===== config.mk =====
export PLATFORM = sky130hd
export DESIGN_NAME = l4pf_rule_cell
export DESIGN_NICKNAME = d
export VERILOG_FILES = /design/src/rtl/l4pf_pkg.sv /design/src/rtl/l4pf_rule_cell.sv
export SDC_FILE = /design/constraint.sdc
export NUM_CORES = 1
export LEC_CHECK = 0
export BUFFER_PORTS_ARGS = -buffer_cell sky130_fd_sc_hd__buf_2
export CAP_MARGIN = 5
export CELL_PAD_IN_SITES_DETAIL_PLACEMENT = 0
export CELL_PAD_IN_SITES_GLOBAL_PLACEMENT = 2
export CORE_ASPECT_RATIO = 1.25
export CORE_UTILIZATION = 24
export DETAILED_ROUTE_END_ITERATION = 12
export PLACE_DENSITY = 0.8
export RECOVER_POWER = 50
export SKIP_CTS_REPAIR_TIMING = 1
export SYNTH_ARGS = -nofsm -noshare
export SYNTH_HDL_FRONTEND = slang
export SYNTH_SLANG_ARGS = --single-unit

===== constraint.sdc =====
create_clock -name i_clk -period 1.9 [get_ports i_clk]
set_clock_uncertainty 0.1 [all_clocks]
set_input_delay 0.38 -clock i_clk [delete_from_list [all_inputs] [get_ports i_clk]]
set_output_delay 0.38 -clock i_clk [all_outputs]
set_load 0.02 [all_outputs]

===== src/rtl/l4pf_pkg.sv =====
// Shared types, codes and constants of the L4 port firewall.
package l4pf_pkg;

    localparam int unsigned RULE_SLOTS_DEF  = 256;
    localparam int unsigned IFACE_SLOTS_DEF = 1024;

    localparam logic [15:0] ETHTYPE_IPV4 = 16'h0800;
    localparam logic [7:0]  PROTO_TCP    = 8'd6;
    localparam logic [7:0]  PROTO_UDP    = 8'd17;

    localparam logic [5:0] OFF_ET_HI    = 6'd12;
    localparam logic [5:0] OFF_ET_LO    = 6'd13;
    localparam logic [5:0] OFF_PROTO    = 6'd23;
    localparam logic [5:0] OFF_PORT_HI  = 6'd36;
    localparam logic [5:0] OFF_PORT_LO  = 6'd37;
    localparam logic [5:0] OFF_CAP      = 6'd55;
    localparam logic [5:0] LEN_ETH      = 6'd14;
    localparam logic [5:0] LEN_IPV4     = 6'd34;
    localparam logic [5:0] LEN_TCP      = 6'd54;
    localparam logic [5:0] LEN_UDP      = 6'd42;

    localparam logic [1:0] CNT_ALLOWED = 2'd0;
    localparam logic [1:0] CNT_BLOCKED = 2'd1;
    localparam logic [1:0] CNT_TCP     = 2'd2;
    localparam logic [1:0] CNT_UDP     = 2'd3;

    typedef enum logic [1:0] {
        ACT_BYTE  = 2'd0,
        ACT_RULE  = 2'd1,
        ACT_IFACE = 2'd2,
        ACT_READ  = 2'd3
    } t_action;

    typedef enum logic [2:0] {
        VC_OFF     = 3'd0,
        VC_SHORT   = 3'd1,
        VC_TRUNC   = 3'd2,
        VC_ALLOWED = 3'd3,
        VC_BLOCKED = 3'd4
    } t_verdict;

    typedef enum logic [1:0] {
        ST_CLEAR  = 2'd0,
        ST_RUN    = 2'd1,
        ST_SEARCH = 2'd2,
        ST_FINISH = 2'd3
    } t_state;

    // Lookup moving along the rule cells.
    typedef struct packed {
        logic        valid;
        logic [15:0] port;
        logic [7:0]  proto;
        logic        hit;
        logic        blk;
    } t_query;

    // Rule write broadcast to all cells.
    typedef struct packed {
        logic        en;
        logic [7:0]  slot;
        logic        present;
        logic [15:0] port;
        logic [7:0]  proto;
        logic        blk;
    } t_rule_wr;

endpackage


===== src/rtl/l4pf_rule_cell.sv =====
// One rule slot: holds a rule and checks the lookup passing through it.
module l4pf_rule_cell #(
    parameter int unsigned CELL_IDX = 0
) (
    input  logic              i_clk,
    input  logic              i_rst_n,
    input  l4pf_pkg::t_rule_wr i_wr,
    input  l4pf_pkg::t_query   i_q,
    output l4pf_pkg::t_query   o_q
);
    localparam bit REACHABLE = (CELL_IDX < 256);

    logic             r_present;
    logic [15:0]      r_port;
    logic [7:0]       r_proto;
    logic             r_blk;
    l4pf_pkg::t_query r_q;
    l4pf_pkg::t_query n_q;
    logic             w_sel;

    assign w_sel = REACHABLE && i_wr.en && (32'(i_wr.slot) == 32'(CELL_IDX));

    always_comb begin
        n_q = i_q;
        // An earlier cell already decided; only the first match counts.
        if (i_q.valid && !i_q.hit && r_present &&
            r_port == i_q.port && r_proto == i_q.proto) begin
            n_q.hit = 1'b1;
            n_q.blk = r_blk;
        end
    end

    always_ff @(posedge i_clk) begin
        if (!i_rst_n) begin
            r_present <= 1'b0;
            r_q.valid <= 1'b0;
        end else begin
            if (w_sel) begin
                r_present <= i_wr.present;
            end
            r_q.valid <= n_q.valid;
        end
        if (w_sel) begin
            r_port  <= i_wr.port;
            r_proto <= i_wr.proto;
            r_blk   <= i_wr.blk;
        end
        r_q.port  <= n_q.port;
        r_q.proto <= n_q.proto;
        r_q.hit   <= n_q.hit;
        r_q.blk   <= n_q.blk;
    end

    assign o_q = r_q;
endmodule


==> results.json, run 1 <==
{
  "grt_pass1_vias": 1068,
  "crit_slowest_cell": "edfxtp_1",
  "hold_viol": 0,
  "cts_tree": "yes",
  "startpoint_type": "flip-flop",
  "fmaxAchievable_mhz": 547,
  "syn_inst": 95,
  "vias": 1092,
  "syn_area_mm2": 0.00165,
  "design_area_mm2": 0.00238,
  "drt-wirelength-per-cell_um": 11.3,
  "syn_to_final_growth_pct": 44.8,
  "grt_usage_pct": 9.23,
  "setup_viol": 0,
  "async_reset_ff_share_pct": 0,
  "status": "completed",
  "yosysTopAreaCellShare_pct": 45.6,
  "slew_violations": 0,
  "cp_max_fo": 2,
  "fp.dieW_um": 76.1,
  "overflow": 0,
  "cts_buffers": 5,
  "clk_path_buf_depth": 2,
  "drc": 0,
  "synth_edf_count": 25,
  "drive_above_1_share_pct": 41.2,
  "relSlewSlack_pct": 80.2,
  "ys.flop_type": "dfxtp_1",
  "place.port_buffers": 90,
  "cts.sink_count": 53,
  "ios": 91,
  "max-vdd-ir-drop_mv": 0.337,
  "drt_iter0_drc": 16,
  "worstSkewPairLatency_ns": 0.30,
  "die_h_um": 94.6,
  "yosys_warnings": 0,
  "cp.required_ns": 2.00,
  "grt_max_degree": 27,
  "dp_hpwl_um": 2560,
  "setup_ws_ns": 0.0718,
  "ant_nets": 0,
  "htreeDepth": 2,
  "hold_path_class": "primary input to flip-flop",
  "critPathKind": "flip-flop to flip-flop",
  "rsz0062_at_grt": "true",
  "yosysMostFrequentCell": "dfxtp_1",
  "nets": 262,
  "postLayoutCoreUtil_pct": 36.1,
  "multiInputGateArea_um2": 355,
  "p_leak_nw": 0.962,
  "n_antenna_cell": 0,
  "max_slew.worst_pin.slew_ns": 0.294,
  "path_clk_slew_ns": 0.09,
  "antenna_found_initial": 0,
  "fin_setup_tns_ns": 0,
  "first_pass_iters": 4,
  "start_util_pct": 24.9,
  "wl_um": 3230,
  "cap_violations": 0,
  "min_period_over_period_pct": 96.2,
  "synth_nets": 159,
  "core_area_mm2": 0.00661,
  "slowest_delay_ns": 0.40,
  "cp.arrival_ns": 1.93,
  "n_fill_cell": 672,
  "dpl_cell_area_mm2": 0.00226,
  "grt_first_pass_wirelength_um": 4910,
  "pre_cts_ws_ns": -0.174,
  "dieArea_mm2": 0.00720,
  "crit_path_end_kind": "flip-flop",
  "path_cells": "xor2_1 -> nor4_1 -> buf_4 -> nand4_1 -> nor4_4 -> mux2_4",
  "root_buffer": "clkbuf_8",
  "pwr_density_cell_mw_per_mm2": 955,
  "rows": 33,
  "gp_congestion": 0.677,
  "post-synth-top-area-cell": "edfxtp_1",
  "yosys-top-cells-area": "edfxtp_1 (46%), dfxtp_1 (34%), xor2_1 (6.9%)",
  "synth_cell_types": 16,
  "vias_per_cell": 3.82,
  "ys_seq_elements": 53,
  "synth.cells.most_frequent": "dfxtp_1 (28), edfxtp_1 (25), xor2_1 (13)",
  "ys_seq_area_share_pct": 79.6,
  "min_period_ns": 1.83,
  "syn_area_per_cell_um2": 17.3,
  "seq_area_mm2": 0.00131,
  "power.total_mw": 2.28
}
[critical path, delay by kind of cell (launching register included)]
kind | cells | cell delay, ns
simple gates | 3 | 0.61
buf+inv | 1 | 0.15
flops | 1 | 0.40
xor+xnor | 1 | 0.15
mux | 1 | 0.32
[worst paths after layout]
check,cells after the start,slack [ns],from,end
max reg2reg,6,0.07,r_port[11]$_DFFE_PP_,o_q[0]$_DFF_P_
min reg2reg,1,0.38,r_blk$_DFFE_PP_,o_q[0]$_DFF_P_
max,6,0.07,r_port[11]$_DFFE_PP_,o_q[0]$_DFF_P_
min,1,0.11,i_q[7],o_q[7]$_DFF_P_
[flip-flops by register name, indices dropped and copies added (netlist names)]
| name | flops |
|---|---|
| r_port | 16 |
| o_q | 27 |
| r_proto | 8 |
| r_blk | 1 |
| r_present | 1 |
[kinds of logic (layout without fill, tap and decap cells)]
logic type | after synthesis | count (layout) | synth area share, %
xor gates and xnor gates | 24 | 24 | 12.8
buffers and inverters | 0 | 104 | 0
and+or+nand+nor | 16 | 16 | 6.31
DFF | 53 | 53 | 79.6
muxes | 2 | 2 | 1.29
[where the power goes]
part	leakage, nW	internal (mW)	switching, mW	total [mW]
logic	0.433	0.0807	0.0912	0.172
registers	0.460	1.22	0.00692	1.23
clock network	0.0681	0.523	0.350	0.873
[cell type report]
type,count,share of cell area (%)
Clock buffer,5,2.89
Multi-Input combinational cell,42,14.9
Sequential cell,53,55.0
Clock inverter,3,2.73
Tap cell,87,4.57
Timing Repair Buffer,96,19.9
[per-stage QoR]
step	cells	hold slack [ns]
floorplan	95	0.308
global placement	278	0.357
detailed placement	278	0.364
CTS	286	0.0808
global route	286	0.0800
finish	286	0.106
[layout by cell type, fill, tap and decap left out, types with 3 or more instances in the layout]
| master | count |
|---|---|
| nor4_1 | 3 |
| clkbuf_1 | 27 |
| xnor2_1 | 11 |
| clkbuf_8 | 5 |
| buf_4 | 5 |
| dfxtp_1 | 28 |
| nand4_1 | 3 |
| edfxtp_1 | 25 |
| buf_2 | 63 |
| xor2_1 | 13 |
[routing by layer]
layer	GRT usage, %	wire [um]
met5	0	0
met4	3.37	25
met3	4.44	297
met2	16.7	1690
met1	9.21	1220
Note: power is estimated with default switching activity, not from simulation.
==> run 2, diff against run 1 <==
PLACE_DENSITY = 0.83   (was 0.8)
==> results.json, run 2 (same netlist as run 1, synthesis figures left out) <==
{
  "place.port_buffers": 90,
  "switchingPower_uw": 454,
  "status": "completed",
  "overflow": 0,
  "n_antenna_cell": 0,
  "layout_commonest_cell": "buf_2",
  "min_period_ns": 1.86,
  "critPathKind": "flip-flop to flip-flop",
  "vias": 1086,
  "grt_first_pass_wirelength_um": 4850,
  "postLayoutCoreUtil_pct": 36.0,
  "intPower_mw": 1.73,
  "worstSkewPairLatency_ns": 0.30,
  "startpoint_type": "flip-flop",
  "sw_frac_of_total_pct": 20.7,
  "p_leak_nw": 0.962,
  "fin_setup_tns_ns": 0,
  "relSlewSlack_pct": 81.5,
  "core_area_mm2": 0.00661,
  "drt-wirelength-per-cell_um": 11.0,
  "path_cells": "xor2_1 -> nor4_1 -> buf_4 -> nand4_1 -> nor4_4 -> mux2_4",
  "cts_buffers": 5,
  "final_cell_mix": "buf_2 (65), dfxtp_1 (28), clkbuf_1 (25), edfxtp_1 (25), xor2_1 (13)",
  "wl_um": 3160,
  "clkPwrFrac_pct": 35.9,
  "cts.sink_count": 53,
  "cts_tree": "yes",
  "crit_path_end_kind": "flip-flop",
  "ff2ff_setup_slack_ns": 0.04,
  "dieArea_mm2": 0.00720,
  "path_clk_slew_ns": 0.09,
  "clk_path_buf_depth": 2,
  "hold_path_class": "primary input to flip-flop",
  "hold_viol": 0,
  "drt_iter0_drc": 30,
  "rows": 33,
  "max_slew.worst_pin.slew_ns": 0.275,
  "dpl_cell_area_mm2": 0.00226,
  "comb_power_share_pct": 7.8,
  "largest_reg_flops": 27,
  "max-vdd-ir-drop_mv": 0.310,
  "crit_slowest_cell": "edfxtp_1",
  "critPathBufInv": 1,
  "drc": 0,
  "setup_viol": 0,
  "whs_ns": 0.112,
  "ios": 91,
  "min_period_over_period_pct": 98.0,
  "grt_max_degree": 27,
  "first_pass_iters": 2,
  "root_buffer": "clkbuf_8",
  "nets": 263,
  "fmaxAchievable_mhz": 537,
  "cp.required_ns": 2.00,
  "rsz0062_at_grt": "true",
  "drive_above_1_share_pct": 42.5,
  "slowest_delay_ns": 0.41,
  "slew_violations": 0,
  "cap_violations": 0,
  "reg2regPathDepth": 6,
  "design_area_mm2": 0.00238,
  "antenna_found_initial": 0,
  "cp_max_fo": 2,
  "htreeDepth": 2,
  "cpLargestDelayFamily": "simple AND/OR/NAND/NOR gates",
  "gp_congestion": 0.706,
  "syn_to_final_growth_pct": 44.5,
  "start_util_pct": 24.9,
  "fp.dieW_um": 76.1,
  "cp.arrival_ns": 1.96,
  "die_h_um": 94.6,
  "grt_usage_pct": 9.13,
  "regToRegEndpoint": "o_q[0]$_DFF_P_",
  "holdPathEnd": "o_q[6]$_DFF_P_",
  "timing.hold.worst.start": "i_q[6]",
  "ant_nets": 0,
  "power_frac_seq_pct": 56.2,
  "pwr_density_cell_mw_per_mm2": 919,
  "timing.rr.start": "r_port[11]$_DFFE_PP_",
  "grt_pass1_vias": 1071,
  "vias_per_cell": 3.78,
  "worstHoldPathCells": 1
}
==> run 2: changes by cell type in the layout (fill, tap and decap cells not counted), sizes merged <==
cell      before  now
buf           69   72
clkinv         1    0
clkinvlp       0    1
bufinv         2    1
clkbuf        32   31
==> run 2: metal layers <==
layer | track usage, % | wire length (um)
met1 | 9.29 | 1170
met2 | 16.3 | 1640
met3 | 4.44 | 302
met4 | 3.37 | 44
met5 | 0 | 0
==> run 2: worst max path at each step <==
stage                         start                     end  slack [ns]  cells past startpoint
2_1_floorplan              i_wr[28]  r_present$_SDFFE_PN0P_        0.24                      4
3_3_place_gp                 i_q[7]          o_q[0]$_DFF_P_       -0.19                      7
3_5_place_dp                 i_q[7]          o_q[0]$_DFF_P_       -0.23                      7
4_1_cts        r_proto[5]$_DFFE_PP_          o_q[0]$_DFF_P_       -0.11                      6
5_1_grt        r_port[11]$_DFFE_PP_          o_q[0]$_DFF_P_       -0.08                      6
6_report       r_port[11]$_DFFE_PP_          o_q[0]$_DFF_P_        0.04                      6
==> run 2: area by class of cell <==
cell class / count / area (um2)
fill: 688 / 4230
sequential: 53 / 1310
timing repair buffer: 97 / 484
multi-input combinational: 42 / 355
tap: 87 / 109
clock buffer: 6 / 82.6
clock inverter: 2 / 37.5
==> run 2: through the flow <==
stage | std cells | power [mW] | setup WS, ns
after floorplan | 95 | 1.32 | 0.238
after global placement | 278 | 1.43 | -0.185
after detailed placement | 278 | 1.44 | -0.234
after CTS | 286 | 2.23 | -0.114
after global routing | 287 | 2.29 | -0.0789
final | 287 | 2.19 | 0.0380
==> run 2: power groups by stage <==
stage | Clock, mW | Sequential (mW) | Combinational, mW
CTS | 0.824 | 1.23 | 0.179
detailed placement | 0 | 1.26 | 0.179
global placement | 0 | 1.26 | 0.177
floorplan | 0 | 1.30 | 0.0263
finish | 0.786 | 1.23 | 0.171
global route | 0.871 | 1.23 | 0.187
==> run 3, diff against run 2 <==
PLACE_DENSITY = 0.78   (was 0.83)
==> results.json, run 3 (same netlist as run 1, synthesis figures left out) <==
{
  "cts_tree": "yes",
  "fmaxAchievable_mhz": 537,
  "wl_met3_um": 301,
  "worstSkewPairLatency_ns": 0.30,
  "vias_per_cell": 3.90,
  "startpoint_type": "flip-flop",
  "syn_to_final_growth_pct": 42.2,
  "met2_length_um": 1660,
  "drt-wirelength-per-cell_um": 11.3,
  "setup_viol": 0,
  "highest_layer": "met4",
  "root_buffer": "clkbuf_8",
  "design_area_mm2": 0.00234,
  "path_cells": "xor2_1 -> nor4_1 -> buf_4 -> nand4_1 -> nor4_2 -> mux2_2",
  "pwr_density_cell_mw_per_mm2": 924,
  "grt_first_pass_wirelength_um": 5130,
  "critPathBufInv": 1,
  "nets": 259,
  "max_slew.worst_pin.slew_ns": 0.288,
  "reg2regPathDepth": 6,
  "intPower_mw": 1.70,
  "cts_buffers": 5,
  "start_util_pct": 24.9,
  "critPathKind": "flip-flop to flip-flop",
  "hold_path_class": "primary input to flip-flop",
  "status": "completed",
  "cts.sink_count": 53,
  "whs_ns": 0.101,
  "grt_max_degree": 27,
  "ant_nets": 0,
  "cp_max_fo": 2,
  "dieArea_mm2": 0.00720,
  "cp.required_ns": 2.00,
  "grt_usage_pct": 9.44,
  "overflow": 0,
  "min_period_ns": 1.86,
  "n_antenna_cell": 0,
  "drt_iter0_drc": 26,
  "crit_slowest_cell": "edfxtp_1",
  "cpLargestDelayFamily": "simple AND/OR/NAND/NOR gates",
  "drc": 0,
  "crit_path_end_kind": "flip-flop",
  "regToRegEndpoint": "o_q[0]$_DFF_P_",
  "clkPwrFrac_pct": 35.3,
  "min_period_over_period_pct": 98.0,
  "sw_frac_of_total_pct": 21.5,
  "p_leak_nw": 0.941,
  "antenna_found_initial": 0,
  "relSlewSlack_pct": 80.6,
  "hold_viol": 0,
  "final_cell_mix": "buf_2 (72), dfxtp_1 (28), edfxtp_1 (25)",
  "fp.dieW_um": 76.1,
  "dpl_cell_area_mm2": 0.00224,
  "wl_um": 3180,
  "cap_violations": 0,
  "gp_congestion": 0.695,
  "slew_violations": 0,
  "core_area_mm2": 0.00661,
  "switchingPower_uw": 464,
  "fin_setup_tns_ns": 0,
  "dp_hpwl_um": 2560,
  "first_pass_iters": 3,
  "ff2ff_setup_slack_ns": 0.04,
  "holdPathEnd": "o_q[6]$_DFF_P_",
  "max-vdd-ir-drop_mv": 0.367,
  "clk_path_buf_depth": 2,
  "comb_power_share_pct": 7.8,
  "ios": 91,
  "slowest_delay_ns": 0.39,
  "htreeDepth": 2,
  "power_frac_seq_pct": 56.9,
  "wl_met1_um": 1200,
  "cp.arrival_ns": 1.96,
  "drive_above_1_share_pct": 44.9,
  "worstHoldPathCells": 1,
  "rows": 33,
  "cp.depth": 6,
  "timing.hold.worst.start": "i_q[6]",
  "largest_reg_flops": 27,
  "timing.rr.start": "r_port[11]$_DFFE_PP_",
  "vias": 1104,
  "rsz0062_at_grt": "true",
  "grt_pass1_vias": 1149,
  "place.port_buffers": 90,
  "die_h_um": 94.6,
  "layout_commonest_cell": "buf_2",
  "path_clk_slew_ns": 0.10
}
==> run 3: cell count changes in the layout (fill, tap and decap cells not counted), sizes merged <==
| cell | before | now |
|---|---|---|
| clkinv | 0 | 1 |
| buf | 72 | 75 |
| clkbuf | 31 | 23 |
==> run 3: final cells by class <==
type	count	area (um2)
clock buffer	5	68.8
sequential	53	1310
fill	684	4270
timing repair buffer	93	463
clock inverter	3	46.3
tap	87	109
multi-input combinational	42	343
==> run 3: through the flow <==
stage / power (mW) / setup slack [ns] / util, % / cells
after global placement: 1.43 / -0.0651 / 33.9 / 275
after detailed placement: 1.43 / -0.137 / 33.9 / 275
after floorplan: 1.32 / 0.238 / - / 95
final: 2.16 / 0.0387 / 35.4 / 283
after global routing: 2.27 / -0.0397 / 35.4 / 283
after CTS: 2.22 / -0.00761 / 35.7 / 283
==> run 3: worst register-to-register path: stages, from the launching register on <==
cell and delay, ns:
edfxtp_1 0.39, xor2_1 0.15, nor4_1 0.28, buf_4 0.15
nand4_1 0.12, nor4_2 0.21, mux2_2 0.36
==> run 3: routing by layer <==
| metal | up-vias | global-route usage (%) |
|---|---|---|
| li1 | 535 | - |
| met4 | 0 | 3.37 |
| met5 | - | 0 |
| met3 | 2 | 4.73 |
| met1 | 505 | 9.76 |
| met2 | 62 | 16.6 |
==> run 3: power by group through the flow <==
stage	Clock, mW	Sequential [mW]	Combinational, mW
after floorplan	0	1.30	0.0263
after global placement	0	1.26	0.174
after detailed placement	0	1.26	0.177
after CTS	0.808	1.23	0.177
after global routing	0.853	1.23	0.185
final	0.764	1.23	0.169
==> run 3: how the worst max path moves through the flow <==
stage | from | end
6_report | r_port[11]$_DFFE_PP_ | o_q[0]$_DFF_P_
5_1_grt | r_port[11]$_DFFE_PP_ | o_q[0]$_DFF_P_
4_1_cts | r_port[11]$_DFFE_PP_ | o_q[0]$_DFF_P_
3_5_place_dp | i_q[7] | o_q[0]$_DFF_P_
3_3_place_gp | i_q[7] | o_q[0]$_DFF_P_
2_1_floorplan | i_wr[28] | r_present$_SDFFE_PN0P_
